### src/rtl/core/scan_sample_position_core_assert.svh
// assertion macros for the scan position rtl
`ifndef SCAN_SAMPLE_POSITION_CORE_ASSERT_SVH
`define SCAN_SAMPLE_POSITION_CORE_ASSERT_SVH

// consequent must hold in the same cycle as the antecedent
`define SSP_ASSERT_IMPL(label, ante, cons) \
    label: assert property (@(posedge clk) disable iff (!rst_n) (ante) |-> (cons)) \
        else $error("ssp assertion failed");

// consequent must hold a fixed number of cycles after the antecedent
`define SSP_ASSERT_DELAY(label, ante, n, cons) \
    label: assert property (@(posedge clk) disable iff (!rst_n) (ante) |-> ##n (cons)) \
        else $error("ssp delayed assertion failed");

`endif

### src/rtl/core/ssp_pkg.sv
// ----------------------------------------------------------------------------
// ssp_pkg
// Shared types and constants for the scan sample position core.
// ----------------------------------------------------------------------------
`default_nettype none

package ssp_pkg;

    localparam int INDEX_BITS_DEF    = 12;
    localparam int COORD_BITS_DEF    = 32;
    localparam int CORDIC_STAGES_DEF = 20;

    localparam int FRAC_BITS  = 30;
    localparam int GUARD_BITS = 8;
    localparam int PHASE_BITS = 32;
    localparam int ZW         = 34;

    localparam logic [31:0] INV_GAIN = 32'd2608131496;

    // register map
    localparam logic [2:0] REG_SCAN_TYPE    = 3'd0;
    localparam logic [2:0] REG_START_X      = 3'd1;
    localparam logic [2:0] REG_START_Y      = 3'd2;
    localparam logic [2:0] REG_SECOND_X     = 3'd3;
    localparam logic [2:0] REG_SECOND_Y     = 3'd4;
    localparam logic [2:0] REG_CLOCKWISE    = 3'd5;
    localparam logic [2:0] REG_SAMPLE_COUNT = 3'd6;

    localparam logic [1:0] SCAN_LINE   = 2'd0;
    localparam logic [1:0] SCAN_CIRCLE = 2'd1;

    // atan(2^-i) in units of 2^-32 turn
    localparam logic [31:0] TURN_ATAN [32] = '{
        32'h20000000, 32'h12E4051E, 32'h09FB385B, 32'h051111D4, 32'h028B0D43,
        32'h0145D7E1, 32'h00A2F61E, 32'h00517C55, 32'h0028BE53, 32'h00145F2F,
        32'h000A2F98, 32'h000517CC, 32'h00028BE6, 32'h000145F3, 32'h0000A2FA,
        32'h0000517D, 32'h000028BE, 32'h0000145F, 32'h00000A30, 32'h00000518,
        32'h0000028C, 32'h00000146, 32'h000000A3, 32'h00000051, 32'h00000029,
        32'h00000014, 32'h0000000A, 32'h00000005, 32'h00000003, 32'h00000001,
        32'h00000001, 32'h00000000
    };

    typedef enum logic [1:0] {
        KIND_ZERO,
        KIND_LINE,
        KIND_CIRCLE
    } kind_t;

    // control that travels with each word down the chain
    typedef struct packed {
        logic  vld;
        logic  err;
        logic  fz;
        kind_t kind;
    } tag_t;

endpackage

`default_nettype wire

### src/rtl/core/ssp_div_cell.sv
// ----------------------------------------------------------------------------
// ssp_div_cell
// One restoring division cell: resolves one quotient bit per cycle.
// ----------------------------------------------------------------------------
`default_nettype none

module ssp_div_cell #(
    parameter int INDEX_BITS = ssp_pkg::INDEX_BITS_DEF,
    parameter int RW         = ssp_pkg::INDEX_BITS_DEF + ssp_pkg::FRAC_BITS + 1,
    parameter int QW         = ssp_pkg::FRAC_BITS + 1,
    parameter int SHIFT      = 0
) (
    input  wire logic                  clk,
    input  wire logic                  rst_n,
    input  wire logic [INDEX_BITS-1:0] divisor,
    input  wire ssp_pkg::tag_t         in_tag,
    input  wire logic [RW-1:0]         in_rem,
    input  wire logic [QW-1:0]         in_quo,
    output ssp_pkg::tag_t              out_tag,
    output logic [RW-1:0]              out_rem,
    output logic [QW-1:0]              out_quo
);

    ssp_pkg::tag_t   tag_reg;
    logic [RW-1:0]   rem_reg, rem_next;
    logic [QW-1:0]   quo_reg, quo_next;
    logic [RW-1:0]   dsh;
    logic            take;

    // trial subtract of the shifted divisor
    assign dsh      = RW'(divisor) << SHIFT;
    assign take     = (in_rem >= dsh);
    assign rem_next = take ? (in_rem - dsh) : in_rem;
    assign quo_next = in_quo | (QW'(take) << SHIFT);

    always_ff @(posedge clk or negedge rst_n)
    begin
        if (!rst_n)
        begin
            tag_reg <= '0;
        end
        else
        begin
            tag_reg <= in_tag;
        end
    end

    always_ff @(posedge clk)
    begin
        rem_reg <= rem_next;
        quo_reg <= quo_next;
    end

    assign out_tag = tag_reg;
    assign out_rem = rem_reg;
    assign out_quo = quo_reg;

endmodule

`default_nettype wire

### config.mk
export PLATFORM = sky130hd
export DESIGN_NAME = ssp_div_cell
export DESIGN_NICKNAME = d
export VERILOG_FILES = /design/src/rtl/core/scan_sample_position_core_assert.svh /design/src/rtl/core/ssp_pkg.sv /design/src/rtl/core/ssp_div_cell.sv
export SDC_FILE = /design/constraint.sdc
export NUM_CORES = 1
export LEC_CHECK = 0
export BUFFER_PORTS_ARGS = -buffer_cell sky130_fd_sc_hd__buf_4
export CORE_ASPECT_RATIO = 1.2
export CORE_MARGIN = 2
export CORE_UTILIZATION = 44
export CTS_CLUSTER_DIAMETER = 100
export DETAILED_ROUTE_END_ITERATION = 10
export GPL_ROUTABILITY_DRIVEN = 0
export GPL_TIMING_DRIVEN = 1
export PLACE_DENSITY = 0.88
export SLEW_MARGIN = 20
export SYNTH_ARGS = -nofsm -noshare
export SYNTH_HDL_FRONTEND = slang
export SYNTH_SLANG_ARGS = --single-unit
### constraint.sdc
create_clock -name clk -period 0.8 [get_ports clk]
set_input_delay 0 -clock clk [delete_from_list [all_inputs] [get_ports clk]]
set_output_delay 0 -clock clk [all_outputs]
set_load 0.01 [all_outputs]
==> results_dict.tcl, run 1 <==
set metrics [dict create \
    status "stopped before the end" \
    stop_stage "clock tree synthesis (4_1_cts)" \
    error "[ERROR DPL-0033] detailed placement checks failed during check placement." \
    avgSynthCellArea_um2 10.19 \
    synth_area_leaders "dfxtp_1 47%, xor2_1 9.9%, ha_1 4.7%" \
    die_w_um 81.58 \
    cts_hold_buf 76 \
    synth_fp_nets 418 \
    cts-htree-levels 3 \
    ys.flop_type "dfxtp_1" \
    synth_edf_count 0 \
    dpl_cell_area_mm2 0.005313 \
    dp.final_hpwl_um 9501 \
    num_rows 33 \
    post-place-ws_ns -1.726 \
    synthDistinctLibCells 46 \
    synth_top_area_frac 0.4661 \
    yosys_warnings 0 \
    io-pin-count 172 \
    netlist_instances 312 \
    portBuffers 171 \
    synth_commonest_cells "74 x dfxtp_1, 36 x xor2_1, 27 x nand2_1, 20 x nor3_1, 15 x inv_1" \
    cts_setup_buffers 6 \
    clock_path_buffers 2 \
    dieHeight_um 97.10 \
    cts_sinks 79 \
    dp_cells 657 \
    cts_buffers 9 \
    initial_core_util 0.4582 \
    synth.most_common_cell "dfxtp_1" \
    cts_root_buffer "clkbuf_8" \
    post_cts_resized 170 \
    ys_seq_elements 79 \
    syn_area_mm2 0.003178 \
    async_flop_share 0.06329 \
    yosysTopAreaCell "dfxtp_1" \
    seq_area_frac_synth 0.5055 \
]
[kinds of logic after synthesis]
kind of cell | after synthesis | share of synthesized area
AO/OA/AOI/OAI | 42 | 0.08740
XOR/XNOR | 40 | 0.1102
adder cells (fa/ha/maj) | 13 | 0.05354
buffers and inverters | 22 | 0.03110
flip-flops | 79 | 0.5055
multiplexers | 1 | 0.003543
AND/OR/NAND/NOR | 115 | 0.2087
[metrics by stage]
stage                     hold WS [ns]  setup TNS, ns
after floorplan                -0.2956         -59.99
after global placement         -0.1932         -68.22
after detailed placement       -0.1871         -69.86
==> inputs of run 2 (changes only) <==
CORE_ASPECT_RATIO = default   (was 1.2)
CORE_UTILIZATION = 40   (was 44)
CTS_CLUSTER_DIAMETER = default   (was 100)
PLACE_DENSITY = default   (was 0.88)
PLACE_DENSITY_LB_ADDON = 0.15   (was default)
==> results_dict.tcl, run 2 <==
set metrics [dict create \
    grt_pass1_wl_um 19040 \
    cts-htree-levels 3 \
    synth_top_area_frac 0.4661 \
    io-pin-count 172 \
    dieArea_mm2 0.008674 \
    max-vdd-ir-drop_v 0.0009812 \
    drtAntennaViolNets 0 \
    grt_max_degree 23 \
    antenna_found_initial 0 \
    dr.pass1.iters 5 \
    drcViolationCount 0 \
    p_leak_nw 3.194 \
    synth_edf_count 0 \
    core_area_mm2 0.007727 \
    clock_path_buffers 2 \
    synth_area_leaders "dfxtp_1 47%, xor2_1 9.9%, ha_1 4.7%" \
    die_w_um 93.14 \
    detail_route.wl_per_cell_um 20.68 \
    netlist_instances 312 \
    areaGrowthSynthToFinish_pct 121.2 \
    required_ns 1.08 \
    crit_type "in -> reg" \
    fin_ws_ns -1.401 \
    post-place-ws_ns -1.664 \
    fin_setup_tns_ns -56.67 \
    powerDensity_mw_per_mm2 1516 \
    rsz0062_at_grt "true" \
    grt_overflow 0 \
    fmax_mhz 454.4 \
    antenna_cells 0 \
    via_per_inst 5.360 \
    drv_cap 0 \
    drive_above_1_share 0.6060 \
    ys.flop_type "dfxtp_1" \
    num_rows 32 \
    syn_area_mm2 0.003178 \
    ys_seq_elements 79 \
    cts_tree "done" \
    slew_violations 0 \
    synth.most_common_cell "dfxtp_1" \
    cts_sinks 79 \
    synth_commonest_cells "74 x dfxtp_1, 36 x xor2_1, 27 x nand2_1, 20 x nor3_1, 15 x inv_1" \
    finalSetupViolations 94 \
    critPathCaptureType "flop" \
    dp.final_hpwl_um 7621 \
    final_cell_mix "180 x buf_4, 85 x buf_6, 80 x dlygate4sd3_1" \
    finalCritPeriodShare 2.751 \
    synthDistinctLibCells 46 \
    fillers 286 \
    dieHeight_um 93.14 \
    fin_crit_ns 2.201 \
    drt-initial-drc-count 281 \
    crit_arrival_ns 2.48 \
    clk_pin_slew_worst_paths_ns 0.09 \
    yosysTopAreaCell "dfxtp_1" \
    design_area_mm2 0.007029 \
    max_slew_margin 0.6910 \
    layout_commonest_cell "buf_4" \
    cts_root_buffer "clkbuf_8" \
    async_flop_share 0.06329 \
    initial_core_util 0.4113 \
    crit_fanout 6 \
    grt_pass1_vias 3893 \
    hold_path_class "in -> reg" \
    avgSynthCellArea_um2 10.19 \
    wl_um 15970 \
    whs_ns -0.01694 \
    synth_fp_nets 418 \
    dpl_cell_area_mm2 0.005274 \
    cts_buffers 9 \
    seq_area_frac_synth 0.5055 \
    startpoint_type "input port" \
    finalHoldViolCount 1 \
    status "complete, but fails checks" \
    worst_slew_pin_slew_ns 0.4599 \
    portBuffers 171 \
    final_nets 771 \
    largest_reg_flops 43 \
    yosys_warnings 0 \
    vias 4138 \
    violations "hold timing, setup timing" \
    track_usage 0.2832 \
]
-- run 2: cells by family after synthesis --
kind of cell / count (synthesis) / synth area share
simple gates: 115 / 0.2087
flops: 79 / 0.5055
compound gates: 42 / 0.08740
xor+xnor: 40 / 0.1102
buf+inv: 22 / 0.03110
fa+ha+maj: 13 / 0.05354
mux: 1 / 0.003543
-- run 2: final timing paths --
path	from	to	slack, ns	cells after the start
hold / removal	in_rem[13]	out_rem[14]	-0.02	3
max in group asynchronous	rst_n	out_tag[0]	0.20	3
min in group asynchronous	rst_n	out_tag[1]	0.49	3
setup / recovery	divisor[2]	out_rem[19]	-1.40	11
-- run 2: repair_timing --
action / in CTS / in global routing
gates cloned: 1 / 1
pin swaps: 7 / 14
resized for setup: 101 / 114
hold endpoints to repair: 83 / 8
buffers inserted: 1 / 8
hold buffers: 79 / 2
setup endpoints to repair: 87 / 128
-- run 2: report_power, final --
part           switching (mW)  leakage (nW)  total [mW]  internal [mW]
logic                    1.24          2.42        3.01           1.77
clock network            1.68        0.0895        3.15           1.47
registers               0.180         0.682        4.50           4.32
total                    3.10          3.19        10.7           7.56
-- run 2: routing by layer --
metal,track usage,vias up,wire [um]
met3,0.06446,104,1232
met5,0,-,0
li1,-,1795,-
met4,0.1152,0,993
met2,0.5236,294,8185
met1,0.3111,1945,5553
-- run 2: critical path, cell delays in order --
cell      delay (ns)
buf_4           0.09
inv_1           0.05
ha_1            0.36
nand3b_1        0.15
a21oi_1         0.25
o32ai_2         0.18
o31ai_4         0.47
o21ai_4         0.15
buf_6           0.17
nor4_1          0.36
xor2_1          0.22
-- run 2: final cells by class --
cell class / count / area, um^2 / share of cell area
Sequential cell: 79 / 1694 / 0.2410
Multi-Input combinational cell: 211 / 1752 / 0.2492
Inverter: 15 / 68.82 / 0.009790
Clock buffer: 10 / 127.6 / 0.01816
Clock inverter: 6 / 70.07 / 0.009968
Tap cell: 102 / 127.6 / 0.01816
Timing Repair Buffer: 349 / 3189 / 0.4537
-- run 2: through the flow --
step / util / std cells / power (mW)
6_report: 0.9097 / 772 / 10.66
5_1_grt: 0.9097 / 772 / 11.04
4_1_cts: 0.8561 / 762 / 10.14
3_5_place_dp: 0.6825 / 665 / 6.613
3_3_place_gp: 0.6825 / 665 / 6.581
2_1_floorplan: - / 312 / 5.197
No activity file was read; power rests on OpenSTA's default activity.
