==> src/rtl/core/scan_sample_position_core_assert.svh <==
// assertion macros for the scan position rtl
`ifndef SCAN_SAMPLE_POSITION_CORE_ASSERT_SVH
`define SCAN_SAMPLE_POSITION_CORE_ASSERT_SVH

// consequent must hold in the same cycle as the antecedent
`define SSP_ASSERT_IMPL(label, ante, cons) \
    label: assert property (@(posedge clk) disable iff (!rst_n) (ante) |-> (cons)) \
        else $error("ssp assertion failed");

// consequent must hold a fixed number of cycles after the antecedent
`define SSP_ASSERT_DELAY(label, ante, n, cons) \
    label: assert property (@(posedge clk) disable iff (!rst_n) (ante) |-> ##n (cons)) \
        else $error("ssp delayed assertion failed");

`endif

==> src/rtl/core/ssp_pkg.sv <==
// ----------------------------------------------------------------------------
// ssp_pkg
// Shared types and constants for the scan sample position core.
// ----------------------------------------------------------------------------
`default_nettype none

package ssp_pkg;

    localparam int INDEX_BITS_DEF    = 12;
    localparam int COORD_BITS_DEF    = 32;
    localparam int CORDIC_STAGES_DEF = 20;

    localparam int FRAC_BITS  = 30;
    localparam int GUARD_BITS = 8;
    localparam int PHASE_BITS = 32;
    localparam int ZW         = 34;

    localparam logic [31:0] INV_GAIN = 32'd2608131496;

    // register map
    localparam logic [2:0] REG_SCAN_TYPE    = 3'd0;
    localparam logic [2:0] REG_START_X      = 3'd1;
    localparam logic [2:0] REG_START_Y      = 3'd2;
    localparam logic [2:0] REG_SECOND_X     = 3'd3;
    localparam logic [2:0] REG_SECOND_Y     = 3'd4;
    localparam logic [2:0] REG_CLOCKWISE    = 3'd5;
    localparam logic [2:0] REG_SAMPLE_COUNT = 3'd6;

    localparam logic [1:0] SCAN_LINE   = 2'd0;
    localparam logic [1:0] SCAN_CIRCLE = 2'd1;

    // atan(2^-i) in units of 2^-32 turn
    localparam logic [31:0] TURN_ATAN [32] = '{
        32'h20000000, 32'h12E4051E, 32'h09FB385B, 32'h051111D4, 32'h028B0D43,
        32'h0145D7E1, 32'h00A2F61E, 32'h00517C55, 32'h0028BE53, 32'h00145F2F,
        32'h000A2F98, 32'h000517CC, 32'h00028BE6, 32'h000145F3, 32'h0000A2FA,
        32'h0000517D, 32'h000028BE, 32'h0000145F, 32'h00000A30, 32'h00000518,
        32'h0000028C, 32'h00000146, 32'h000000A3, 32'h00000051, 32'h00000029,
        32'h00000014, 32'h0000000A, 32'h00000005, 32'h00000003, 32'h00000001,
        32'h00000001, 32'h00000000
    };

    typedef enum logic [1:0] {
        KIND_ZERO,
        KIND_LINE,
        KIND_CIRCLE
    } kind_t;

    // control that travels with each word down the chain
    typedef struct packed {
        logic  vld;
        logic  err;
        logic  fz;
        kind_t kind;
    } tag_t;

endpackage

`default_nettype wire

==> src/rtl/core/ssp_cordic_cell.sv <==
// ----------------------------------------------------------------------------
// ssp_cordic_cell
// One CORDIC rotation micro-step on the radius vector.
// ----------------------------------------------------------------------------
`default_nettype none

module ssp_cordic_cell #(
    parameter int XW    = ssp_pkg::COORD_BITS_DEF + ssp_pkg::GUARD_BITS + 3,
    parameter int QW    = ssp_pkg::FRAC_BITS + 1,
    parameter int STAGE = 0
) (
    input  wire logic                         clk,
    input  wire logic                         rst_n,
    input  wire ssp_pkg::tag_t                in_tag,
    input  wire logic signed [XW-1:0]         in_x,
    input  wire logic signed [XW-1:0]         in_y,
    input  wire logic signed [ssp_pkg::ZW-1:0] in_z,
    input  wire logic [QW-1:0]                in_frac,
    output ssp_pkg::tag_t                     out_tag,
    output logic signed [XW-1:0]              out_x,
    output logic signed [XW-1:0]              out_y,
    output logic signed [ssp_pkg::ZW-1:0]     out_z,
    output logic [QW-1:0]                     out_frac
);

    localparam logic signed [ssp_pkg::ZW-1:0] ANG =
        ssp_pkg::ZW'(ssp_pkg::TURN_ATAN[STAGE]);

    ssp_pkg::tag_t                  tag_reg;
    logic signed [XW-1:0]           x_reg, x_next, y_reg, y_next;
    logic signed [ssp_pkg::ZW-1:0]  z_reg, z_next;
    logic [QW-1:0]                  frac_reg;
    logic signed [XW-1:0]           dx, dy;

    // rotate toward zero residual angle
    assign dx = in_y >>> STAGE;
    assign dy = in_x >>> STAGE;

    always_comb
    begin
        if (!in_z[ssp_pkg::ZW-1])
        begin
            x_next = in_x - dx;
            y_next = in_y + dy;
            z_next = in_z - ANG;
        end
        else
        begin
            x_next = in_x + dx;
            y_next = in_y - dy;
            z_next = in_z + ANG;
        end
    end

    always_ff @(posedge clk or negedge rst_n)
    begin
        if (!rst_n)
        begin
            tag_reg <= '0;
        end
        else
        begin
            tag_reg <= in_tag;
        end
    end

    always_ff @(posedge clk)
    begin
        x_reg    <= x_next;
        y_reg    <= y_next;
        z_reg    <= z_next;
        frac_reg <= in_frac;
    end

    assign out_tag  = tag_reg;
    assign out_x    = x_reg;
    assign out_y    = y_reg;
    assign out_z    = z_reg;
    assign out_frac = frac_reg;

endmodule

`default_nettype wire

==> config.mk <==
export PLATFORM = sky130hd
export DESIGN_NAME = ssp_cordic_cell
export DESIGN_NICKNAME = d
export VERILOG_FILES = /design/src/rtl/core/scan_sample_position_core_assert.svh /design/src/rtl/core/ssp_pkg.sv /design/src/rtl/core/ssp_cordic_cell.sv
export SDC_FILE = /design/constraint.sdc
export NUM_CORES = 1
export LEC_CHECK = 0
export BUFFER_PORTS_ARGS = -buffer_cell sky130_fd_sc_hd__buf_2
export CAP_MARGIN = 0
export CORE_ASPECT_RATIO = 1.5
export CORE_UTILIZATION = 58
export DETAILED_ROUTE_END_ITERATION = 16
export GPL_TIMING_DRIVEN = 0
export PLACE_DENSITY = 0.85
export SYNTH_ARGS = -nofsm -noshare
export SYNTH_HDL_FRONTEND = slang
export SYNTH_SLANG_ARGS = --single-unit
==> constraint.sdc <==
create_clock -name clk -period 1.3 [get_ports clk]
set_input_delay 0.325 -clock clk [delete_from_list [all_inputs] [get_ports clk]]
set_output_delay 0.325 -clock clk [all_outputs]
set_load 0.03 [all_outputs]
==> flow_results.xml, run 1 <==
<?xml version="1.0" encoding="UTF-8"?>
<metrics>
  <group name="yosys">
    <metric name="synth-seq-area-share" unit="">0.270</metric>
    <metric name="main_flop_type_after_synthesis" unit="">sky130_fd_sc_hd__dfxtp_1</metric>
    <metric name="syn-instance-count" unit="">1399</metric>
    <metric name="avgSynthCellArea" unit="sq um">8.28</metric>
    <metric name="synth.ff_latch_count" unit="">155</metric>
    <metric name="ys_warn_count" unit="">0</metric>
    <metric name="async_reset_ff_frac" unit="">0.0323</metric>
    <metric name="ys_types" unit="">84</metric>
    <metric name="mappedNetlistNets" unit="">1705</metric>
    <metric name="synth-edff-count" unit="">0</metric>
    <metric name="synth.cell_area" unit="sq um">11600</metric>
  </group>
  <group name="clock_network">
    <metric name="ctsLongestPathBuffers" unit="">2</metric>
    <metric name="htree_levels" unit="">4</metric>
    <metric name="root_buffer" unit="">sky130_fd_sc_hd__clkbuf_16</metric>
    <metric name="clkSinkCount" unit="">155</metric>
    <metric name="numCtsBuffers" unit="">17</metric>
  </group>
  <group name="outcome">
    <metric name="stop_error" unit="">[ERROR GRT-0232] Routing congestion too high. Check the congestion heatmap in the GUI.</metric>
    <metric name="stop_stage" unit="">global routing (5_1_grt)</metric>
    <metric name="status" unit="">aborted with a tool error</metric>
  </group>
  <group name="global_route">
    <metric name="track_usage" unit="">1.14</metric>
    <metric name="grt_remaining_overflow" unit="">3590</metric>
    <metric name="grt_max_degree" unit="">17</metric>
  </group>
  <group name="die">
    <metric name="num_rows" unit="">62</metric>
    <metric name="floorplan.initialDensity" unit="">0.599</metric>
    <metric name="floorplan.die.height" unit="um">175</metric>
    <metric name="ios" unit="">314</metric>
    <metric name="chipWidth" unit="um">117</metric>
  </group>
  <group name="placed_design">
    <metric name="place_worst_setup_slack" unit="ns">-2.29</metric>
    <metric name="dpl_cell_area" unit="sq um">14300</metric>
    <metric name="io_buffer_count" unit="">312</metric>
    <metric name="gp_weighted_congestion" unit="">1.07</metric>
    <metric name="dp_hpwl" unit="um">37100</metric>
  </group>
  <group name="timing">
    <metric name="grt_worst_setup_endpoint" unit="">out_x[40]$_DFF_P_/D</metric>
    <metric name="worstEpCategory" unit="">sequential cell input</metric>
  </group>
</metrics>
-- cell usage after synthesis (4+ instances only) --
master,count,share of area
sky130_fd_sc_hd__clkbuf_1,20,0.0065
sky130_fd_sc_hd__o21ai_0,100,0.043
sky130_fd_sc_hd__or2_2,4,0.0022
sky130_fd_sc_hd__xor2_1,13,0.0098
sky130_fd_sc_hd__or4_1,4,0.0026
sky130_fd_sc_hd__a221o_1,6,0.0052
sky130_fd_sc_hd__a31oi_1,8,0.0043
sky130_fd_sc_hd__clkinv_1,4,0.0013
sky130_fd_sc_hd__fa_1,4,0.0069
sky130_fd_sc_hd__o21bai_1,39,0.025
sky130_fd_sc_hd__nor2_1,90,0.029
sky130_fd_sc_hd__o21a_1,6,0.0039
sky130_fd_sc_hd__o221ai_1,6,0.0045
sky130_fd_sc_hd__nor3_1,32,0.014
sky130_fd_sc_hd__dfrtp_1,5,0.011
sky130_fd_sc_hd__buf_2,14,0.0061
sky130_fd_sc_hd__nor4b_1,4,0.0030
sky130_fd_sc_hd__nand4_1,19,0.010
sky130_fd_sc_hd__nor2b_1,19,0.010
sky130_fd_sc_hd__and3_1,4,0.0022
sky130_fd_sc_hd__a211o_1,5,0.0038
sky130_fd_sc_hd__nor4_1,10,0.0054
sky130_fd_sc_hd__clkbuf_8,15,0.018
sky130_fd_sc_hd__a21o_1,25,0.016
sky130_fd_sc_hd__inv_1,128,0.041
sky130_fd_sc_hd__a211oi_1,13,0.0084
sky130_fd_sc_hd__nand3_1,21,0.0091
sky130_fd_sc_hd__nand2_1,76,0.025
sky130_fd_sc_hd__a21oi_1,174,0.075
sky130_fd_sc_hd__o211ai_1,9,0.0058
sky130_fd_sc_hd__ha_1,144,0.16
sky130_fd_sc_hd__o31ai_1,16,0.010
sky130_fd_sc_hd__buf_6,4,0.0039
sky130_fd_sc_hd__a22oi_1,5,0.0032
sky130_fd_sc_hd__nand2b_1,6,0.0032
sky130_fd_sc_hd__xnor2_1,69,0.052
sky130_fd_sc_hd__a221oi_1,7,0.0053
sky130_fd_sc_hd__o31a_1,7,0.0053
sky130_fd_sc_hd__a311oi_1,4,0.0030
sky130_fd_sc_hd__or3_1,8,0.0043
sky130_fd_sc_hd__dfxtp_1,150,0.26
sky130_fd_sc_hd__mux2i_1,24,0.021
sky130_fd_sc_hd__buf_1,6,0.0019
sky130_fd_sc_hd__a21boi_0,8,0.0052
-- cells by family after synthesis --
logic type,after synthesis,share of synthesized area
AO/OA/AOI/OAI,483,0.271
AND/OR/NAND/NOR,311,0.133
buffers and inverters,196,0.0815
flip-flops,155,0.270
adder cells (fa/ha/maj),148,0.163
XOR/XNOR,82,0.0620
multiplexers,24,0.0207
-- metrics by stage --
step	hold WS (ns)	std cells	setup TNS, ns
after global placement	0.139	1967	-123.66
after floorplan	0.0294	1399	-70.11
after CTS	0.00000169	2133	-75.41
after detailed placement	0.144	1967	-124.67
-- repair_timing --
item                                    CTS
pin swaps                               109
buffers inserted                         83
endpoints found under the hold margin    65
endpoints found under the setup margin  102
hold buffers                             61
gates resized for setup                 285
-- routing by layer --
layer  track usage  overflow
met1         0.920        29
met2          1.73      2992
met3         0.769        35
met4          1.25       534
met5         0.349         0
==> inputs of run 2 (changes only) <==
Settings changed: CORE_ASPECT_RATIO 1.5 to unset, CORE_UTILIZATION 58 to 40, PLACE_DENSITY 0.85 to unset, PLACE_DENSITY_LB_ADDON set to 0.15.
==> run 2 against run 1 <==
Net effect:
- the flow now finishes, with violations (negative setup slack)
- synthesized area is the same
- synthesized cell count is the same
==> flow_results.xml, run 2 <==
<?xml version="1.0" encoding="UTF-8"?>
<metrics>
  <group name="layout">
    <metric name="drive_gt1_frac" unit="">0.431</metric>
    <metric name="finalNetCount" unit="">2192</metric>
    <metric name="leading_cell_types_in_the_layout_fill_and_taps_excluded" unit="">sky130_fd_sc_hd__buf_2, sky130_fd_sc_hd__buf_4, sky130_fd_sc_hd__dfxtp_1, sky130_fd_sc_hd__a21oi_1, sky130_fd_sc_hd__inv_1</metric>
    <metric name="multi_input_comb_area" unit="sq um">9550</metric>
    <metric name="layout.cells.most_common" unit="">sky130_fd_sc_hd__buf_2</metric>
    <metric name="regArea" unit="sq um">3150</metric>
    <metric name="syn2layout_area_growth" unit="%">60.3</metric>
    <metric name="utilization_after_layout" unit="">0.659</metric>
    <metric name="largest_register_ffs" unit="">43</metric>
    <metric name="finalNonFillerCells" unit="">2278</metric>
    <metric name="num-fill-cells" unit="">2254</metric>
  </group>
  <group name="clock_network">
    <metric name="tritoncts" unit="">yes</metric>
    <metric name="ctsLongestPathBuffers" unit="">2</metric>
    <metric name="htree_levels" unit="">4</metric>
    <metric name="root_buffer" unit="">sky130_fd_sc_hd__clkbuf_16</metric>
    <metric name="clk_pin_slew_worst_paths" unit="ns">0.07</metric>
    <metric name="clkSinkCount" unit="">155</metric>
    <metric name="numCtsBuffers" unit="">17</metric>
  </group>
  <group name="timing">
    <metric name="timing.final.crit_period" unit="ns">2.82</metric>
    <metric name="worst_pin_slew" unit="ns">1.19</metric>
    <metric name="timing_hold_violations_final" unit="">0</metric>
    <metric name="timing.final.crit_share" unit="">2.17</metric>
    <metric name="achievable-frequency" unit="GHz">0.355</metric>
    <metric name="slew_headroom" unit="">0.206</metric>
    <metric name="final-setup-viol-count" unit="">81</metric>
    <metric name="final_max_slew_viol_count" unit="">0</metric>
    <metric name="worst_slack" unit="ns">-1.52</metric>
    <metric name="grt_setup_unrepaired" unit="">yes</metric>
  </group>
  <group name="route">
    <metric name="viasPerCell" unit="">5.66</metric>
    <metric name="detail_route.wirelength" unit="um">51300</metric>
    <metric name="drc_errors" unit="">0</metric>
    <metric name="drt_iter0_markers" unit="">1026</metric>
    <metric name="routed_wire_per_std_cell" unit="um">22.5</metric>
    <metric name="postRouteAntennaNets" unit="">0</metric>
    <metric name="vias" unit="">12900</metric>
    <metric name="firstDrtPassIters" unit="">5</metric>
  </group>
  <group name="die">
    <metric name="chipWidth" unit="um">172</metric>
    <metric name="floorplan.die.height" unit="um">172</metric>
    <metric name="floorplan.die_area" unit="sq um">29600</metric>
    <metric name="num_rows" unit="">61</metric>
    <metric name="floorplan.initialDensity" unit="">0.411</metric>
    <metric name="fp.coreArea" unit="sq um">28200</metric>
    <metric name="ios" unit="">314</metric>
  </group>
  <group name="yosys">
    <metric name="syn-instance-count" unit="">1399</metric>
    <metric name="area_contributors_post_synth" unit="">sky130_fd_sc_hd__dfxtp_1, sky130_fd_sc_hd__ha_1, sky130_fd_sc_hd__a21oi_1</metric>
    <metric name="synth-seq-area-share" unit="">0.270</metric>
    <metric name="synth-edff-count" unit="">0</metric>
    <metric name="synth_top_cell_by_area" unit="">sky130_fd_sc_hd__dfxtp_1</metric>
    <metric name="ys_warn_count" unit="">0</metric>
    <metric name="synth.ff_latch_count" unit="">155</metric>
    <metric name="ys_types" unit="">84</metric>
    <metric name="synth_most_common_cell" unit="">sky130_fd_sc_hd__a21oi_1</metric>
    <metric name="avgSynthCellArea" unit="sq um">8.28</metric>
    <metric name="async_reset_ff_frac" unit="">0.0323</metric>
    <metric name="mappedNetlistNets" unit="">1705</metric>
    <metric name="main_flop_type_after_synthesis" unit="">sky130_fd_sc_hd__dfxtp_1</metric>
    <metric name="synth.cell_area" unit="sq um">11600</metric>
    <metric name="synth.top_cell.area_share" unit="">0.259</metric>
    <metric name="synth_commonest_cells" unit="">sky130_fd_sc_hd__a21oi_1, sky130_fd_sc_hd__dfxtp_1, sky130_fd_sc_hd__ha_1</metric>
  </group>
  <group name="global_route">
    <metric name="global_route.usage.met2" unit="">0.536</metric>
    <metric name="grt_remaining_overflow" unit="">0</metric>
    <metric name="track_usage" unit="">0.325</metric>
    <metric name="antenna_violations_before_repair" unit="">2</metric>
    <metric name="grt_use_met1" unit="">0.408</metric>
    <metric name="grt_pass1_wl" unit="um">71600</metric>
    <metric name="grt_util_met3" unit="">0.0620</metric>
    <metric name="grt_pass1_vias" unit="">12300</metric>
    <metric name="grt_max_degree" unit="">17</metric>
    <metric name="busiest_layer" unit="">met2</metric>
  </group>
  <group name="placed_design">
    <metric name="io_buffer_count" unit="">312</metric>
    <metric name="gp_weighted_congestion" unit="">0.983</metric>
    <metric name="dp_hpwl" unit="um">37800</metric>
    <metric name="placed_cells_incl_taps" unit="">2089</metric>
  </group>
  <group name="setup_path">
    <metric name="worstSetupStartpoint" unit="">in_y[0]</metric>
    <metric name="cp_data_required_time" unit="ns">1.67</metric>
    <metric name="timing.setup.critical_path_class" unit="">primary input to flop</metric>
    <metric name="worst_setup_path_end_kind" unit="">flop</metric>
    <metric name="setup.worst_path.start_class" unit="">primary input</metric>
    <metric name="cp.arrival" unit="ns">3.18</metric>
    <metric name="critical_path_peak_fanout" unit="">4</metric>
  </group>
  <group name="power">
    <metric name="p_per_area" unit="nW/um^2">1140</metric>
    <metric name="cellLeakagePower" unit="nW">8.17</metric>
    <metric name="total_power" unit="mW">21.3</metric>
    <metric name="max-vdd-ir-drop" unit="uV">808</metric>
  </group>
  <group name="worst_hold_path">
    <metric name="min_path_cells" unit="">2</metric>
    <metric name="hold_path_end" unit="">out_z[29]$_DFF_P_</metric>
    <metric name="min_from" unit="">in_z[29]</metric>
    <metric name="min_path_type" unit="">primary input to flop</metric>
  </group>
  <group name="job">
    <metric name="max_cap_violations" unit="">0</metric>
  </group>
  <group name="outcome">
    <metric name="violations" unit="">negative setup slack</metric>
    <metric name="status" unit="">finished with violations</metric>
  </group>
</metrics>
-- run 2: cell counts after synthesis --
Identical to the previous run, type by type.
-- run 2: worst max-delay path: stages --
cell and delay (ns):
sky130_fd_sc_hd__buf_8 0.08, sky130_fd_sc_hd__ha_4 0.14, sky130_fd_sc_hd__inv_2 0.04, sky130_fd_sc_hd__fa_2 0.37
sky130_fd_sc_hd__nor3_4 0.24, sky130_fd_sc_hd__o311ai_4 0.12, sky130_fd_sc_hd__a211o_1 0.39, sky130_fd_sc_hd__a31o_4 0.27
sky130_fd_sc_hd__a21oi_4 0.27, sky130_fd_sc_hd__buf_4 0.18, sky130_fd_sc_hd__a21oi_4 0.08, sky130_fd_sc_hd__o21bai_4 0.22
sky130_fd_sc_hd__a21oi_2 0.11, sky130_fd_sc_hd__a311oi_2 0.33
-- run 2: cells by family (layout without fill, tap and decap cells) --
group / count (synthesis) / count (layout) / share of synthesized area
other cells: 0 / 1 / 0
buf+inv: 196 / 696 / 0.0815
simple gates: 311 / 311 / 0.133
fa+ha+maj: 148 / 148 / 0.163
xor+xnor: 82 / 82 / 0.0620
flops: 155 / 155 / 0.270
compound gates: 483 / 483 / 0.271
mux: 24 / 24 / 0.0207
-- run 2: what timing repair did --
action / CTS / global route
hold endpoints to repair: 70 / 0
hold buffers: 66 / 0
buffers inserted: 36 / 66
pin swaps: 81 / 102
resized for setup: 263 / 315
setup endpoints to repair: 136 / 166
-- run 2: stage by stage --
step	cell area (sq um)	hold WS [ns]	setup TNS, ns	setup slack [ns]
floorplan	12400	0.0294	-70.11	-1.32
global placement	14500	0.152	-125.16	-2.40
detailed placement	14500	0.153	-124.53	-2.41
CTS	17000	0.0626	-69.95	-1.40
global route	18600	0.0899	-81.39	-1.55
finish	18600	0.0957	-77.85	-1.52
-- run 2: worst max-delay path by stage --
stage / to / slack [ns] / cells past startpoint
2_1_floorplan: out_y[36]$_DFF_P_ / -1.32 / 12
6_report: out_x[36]$_DFF_P_ / -1.52 / 14
5_1_grt: out_y[36]$_DFF_P_ / -1.55 / 14
3_5_place_dp: out_x[42]$_DFF_P_ / -2.41 / 12
3_3_place_gp: out_x[42]$_DFF_P_ / -2.40 / 12
4_1_cts: out_x[36]$_DFF_P_ / -1.40 / 13
-- run 2: layer usage --
layer	vias up	share of wire
met1	6118	0.40
li1	5918	-
met2	741	0.46
met5	-	0
met3	124	0.088
met4	0	0.046
-- run 2: report_power, final --
part           switching (mW)  internal (mW)
Sequential              0.266           5.55
Clock                    2.29           3.27
Combinational            6.01           3.87
Total                    8.56           12.7
-- run 2: area by class of cell --
| class | instances | area share |
|---|---|---|
| Multi-Input combinational cell | 1048 | 0.514 |
| Timing Repair Buffer | 477 | 0.195 |
| Sequential cell | 155 | 0.170 |
| Inverter | 135 | 0.0313 |
| Buffer | 52 | 0.0293 |
| Tap cell | 378 | 0.0255 |
| Clock buffer | 18 | 0.0231 |
| Clock inverter | 14 | 0.0111 |
| Antenna cell | 1 | 0.000135 |
Note: power is estimated with default switching activity, not from simulation.
==> inputs of run 3 (changes only) <==
Settings changed: GPL_TIMING_DRIVEN 0 to unset.
==> run 3 against run 2 <==
Net effect:
- critical path type unchanged
- largest cell class unchanged
- worst setup slack improved by 0.089 ns
- highest routed layer is now met5
- first-iteration DRC count is 13% higher
- critical path depth increased by 1
- the flow still finishes with violations (negative setup slack)
- maximum frequency up 3.3%
- die area is the same
==> flow_results.xml, run 3 (synthesis gave the netlist of run 2 again) <==
<?xml version="1.0" encoding="UTF-8"?>
<metrics>
  <group name="timing">
    <metric name="timing_hold_violations_final" unit="">0</metric>
    <metric name="worst_slack" unit="ns">-1.43</metric>
    <metric name="final_max_slew_viol_count" unit="">0</metric>
    <metric name="final-setup-viol-count" unit="">109</metric>
    <metric name="totalNegativeSetupSlack" unit="ns">-86.92</metric>
    <metric name="worst_pin_slew" unit="ns">0.478</metric>
    <metric name="slew_headroom" unit="">0.673</metric>
    <metric name="timing.final.crit_share" unit="">2.10</metric>
    <metric name="grt_setup_unrepaired" unit="">yes</metric>
    <metric name="timing.final.crit_period" unit="ns">2.73</metric>
    <metric name="achievable-frequency" unit="GHz">0.367</metric>
  </group>
  <group name="layout">
    <metric name="leading_cell_types_in_the_layout_fill_and_taps_excluded" unit="">sky130_fd_sc_hd__buf_4, sky130_fd_sc_hd__buf_2, sky130_fd_sc_hd__dfxtp_1, sky130_fd_sc_hd__a21oi_1, sky130_fd_sc_hd__ha_1</metric>
    <metric name="finalNetCount" unit="">2646</metric>
    <metric name="drive_gt1_frac" unit="">0.541</metric>
    <metric name="final_area" unit="sq um">21800</metric>
    <metric name="finalNonFillerCells" unit="">2735</metric>
    <metric name="layout.cells.most_common" unit="">sky130_fd_sc_hd__buf_4</metric>
    <metric name="largest_register_ffs" unit="">43</metric>
    <metric name="regArea" unit="sq um">3160</metric>
    <metric name="syn2layout_area_growth" unit="%">88.6</metric>
    <metric name="num-fill-cells" unit="">1890</metric>
    <metric name="multi_input_comb_area" unit="sq um">9430</metric>
  </group>
  <group name="route">
    <metric name="drc_errors" unit="">0</metric>
    <metric name="routed_wire_per_std_cell" unit="um">22.6</metric>
    <metric name="viasPerCell" unit="">5.49</metric>
    <metric name="detail_route.wirelength" unit="um">61800</metric>
    <metric name="firstDrtPassIters" unit="">5</metric>
    <metric name="postRouteAntennaNets" unit="">0</metric>
    <metric name="drt_iter0_markers" unit="">1158</metric>
    <metric name="vias" unit="">15000</metric>
  </group>
  <group name="setup_path">
    <metric name="timing.setup.critical_path_class" unit="">primary input to flop</metric>
    <metric name="worst_setup_path_end_kind" unit="">flop</metric>
    <metric name="worst_path_max_delay_cell" unit="">sky130_fd_sc_hd__a2111oi_2</metric>
    <metric name="cp_data_required_time" unit="ns">1.64</metric>
    <metric name="critical_path.cell_chain" unit="">buf_8 -&gt; inv_4 -&gt; ha_4 -&gt; buf_6 -&gt; nor4_4 -&gt; buf_4 -&gt; o311ai_4 -&gt; buf_4 -&gt; a211o_1 -&gt; a31o_4 -&gt; a21oi_4 -&gt; nand4_4 -&gt; a2111oi_2 -&gt; a311oi_1 -&gt; nor4b_1</metric>
    <metric name="cp.arrival" unit="ns">3.06</metric>
    <metric name="cpMostUsedCell" unit="">sky130_fd_sc_hd__buf_4</metric>
    <metric name="setup.worst_path.start_class" unit="">primary input</metric>
    <metric name="crit_path_max_incr_delay" unit="ns">0.33</metric>
    <metric name="cp_top_family" unit="">compound AO/OA/AOI/OAI gates</metric>
    <metric name="critical_path_peak_fanout" unit="">3</metric>
    <metric name="timing.critical_path.buf_inv" unit="">5</metric>
  </group>
  <group name="clock_network">
    <metric name="root_buffer" unit="">sky130_fd_sc_hd__clkbuf_16</metric>
    <metric name="clk_pin_slew_worst_paths" unit="ns">0.08</metric>
    <metric name="clkSinkCount" unit="">155</metric>
    <metric name="htree_levels" unit="">4</metric>
    <metric name="ctsLongestPathBuffers" unit="">2</metric>
    <metric name="numCtsBuffers" unit="">17</metric>
    <metric name="tritoncts" unit="">yes</metric>
  </group>
  <group name="power">
    <metric name="cellLeakagePower" unit="nW">10.3</metric>
    <metric name="p_per_area" unit="nW/um^2">1060</metric>
    <metric name="max-vdd-ir-drop" unit="uV">962</metric>
  </group>
  <group name="global_route">
    <metric name="grt_max_degree" unit="">46</metric>
    <metric name="grt_pass1_wl" unit="um">81300</metric>
    <metric name="track_usage" unit="">0.365</metric>
    <metric name="grt_pass1_vias" unit="">14600</metric>
    <metric name="antenna_violations_before_repair" unit="">4</metric>
    <metric name="grt_remaining_overflow" unit="">0</metric>
  </group>
  <group name="die">
    <metric name="fp.coreArea" unit="sq um">28200</metric>
    <metric name="num_rows" unit="">61</metric>
    <metric name="floorplan.die_area" unit="sq um">29600</metric>
    <metric name="chipWidth" unit="um">172</metric>
    <metric name="floorplan.initialDensity" unit="">0.411</metric>
    <metric name="floorplan.die.height" unit="um">172</metric>
    <metric name="ios" unit="">314</metric>
  </group>
  <group name="placed_design">
    <metric name="dpl_cell_area" unit="sq um">17900</metric>
    <metric name="io_buffer_count" unit="">313</metric>
    <metric name="dp_hpwl" unit="um">41800</metric>
    <metric name="gp_weighted_congestion" unit="">0.954</metric>
    <metric name="placed_cells_incl_taps" unit="">2556</metric>
  </group>
  <group name="outcome">
    <metric name="violations" unit="">negative setup slack</metric>
    <metric name="status" unit="">finished with violations</metric>
  </group>
  <group name="job">
    <metric name="max_cap_violations" unit="">0</metric>
  </group>
  <group name="worst_hold_path">
    <metric name="min_path_type" unit="">primary input to flop</metric>
  </group>
</metrics>
==> run 3: cell types whose count changed in the layout (fill, tap and decap cells not counted), sizes merged <==
cell / previous run / this run
dlygate4sd3: 66 / 65
inv: 136 / 135
bufinv: 4 / 0
clkinv: 4 / 13
clkbuf: 68 / 39
diode: 1 / 4
buf: 413 / 896
clkinvlp: 5 / 2
==> run 3: final cells by class <==
class                           count  share of cell area
Sequential cell                   155               0.145
Antenna cell                        4            0.000458
Clock inverter                     15             0.00882
Clock buffer                       17              0.0195
Inverter                          135              0.0262
Multi-Input combinational cell   1048               0.432
Timing Repair Buffer              983               0.347
Tap cell                          378              0.0217
==> run 3: stage by stage <==
step / power (mW) / worst slack, ns / hold slack [ns] / utilization
after floorplan: 11.0 / -1.32 / 0.0294 / -
after global placement: 15.2 / -1.78 / 0.152 / 0.637
after detailed placement: 15.3 / -1.83 / 0.153 / 0.637
after CTS: 21.8 / -1.29 / 0.00180 / 0.745
after global routing: 23.8 / -1.51 / 0.0997 / 0.775
final: 23.1 / -1.43 / 0.105 / 0.776
==> run 3: metal layers <==
layer | vias to the layer above | wire, um | track usage
met5 | - | 13 | 0
met4 | 2 | 3800 | 0.179
met3 | 227 | 5040 | 0.0455
met2 | 792 | 28500 | 0.636
met1 | 7145 | 24400 | 0.442
li1 | 6853 | - | -
==> run 3: what timing repair did <==
| action | in CTS | in global routing |
|---|---|---|
| setup endpoints to repair | 119 | 175 |
| endpoints found under the hold margin | 68 | 1 |
| resized for setup | 327 | 244 |
| hold buffers | 64 | 1 |
| buffers inserted | 65 | 28 |
| gates cloned | 0 | 0 |
| pin swaps | 115 | 63 |
==> run 3: report_power, final <==
group | internal (mW) | leakage [nW] | switching (mW) | total [mW]
sequential | 5.56 | 1.33 | 0.420 | 5.98
combinational | 5.20 | 8.69 | 6.53 | 11.7
clock | 2.63 | 0.295 | 2.76 | 5.39
total | 13.4 | 10.3 | 9.71 | 23.1
==> run 3: worst paths after layout <==
| path | start | to | slack, ns | cells after the start |
|---|---|---|---|---|
| min | in_frac[13] | out_frac[13]$_DFF_P_ | 0.11 | 1 |
| min in group asynchronous | rst_n | out_tag[4]$_DFF_PN0_ | 0.22 | 2 |
| max in group asynchronous | rst_n | out_tag[2]$_DFF_PN0_ | 0.92 | 2 |
| max | in_x[6] | out_x[40]$_DFF_P_ | -1.43 | 15 |
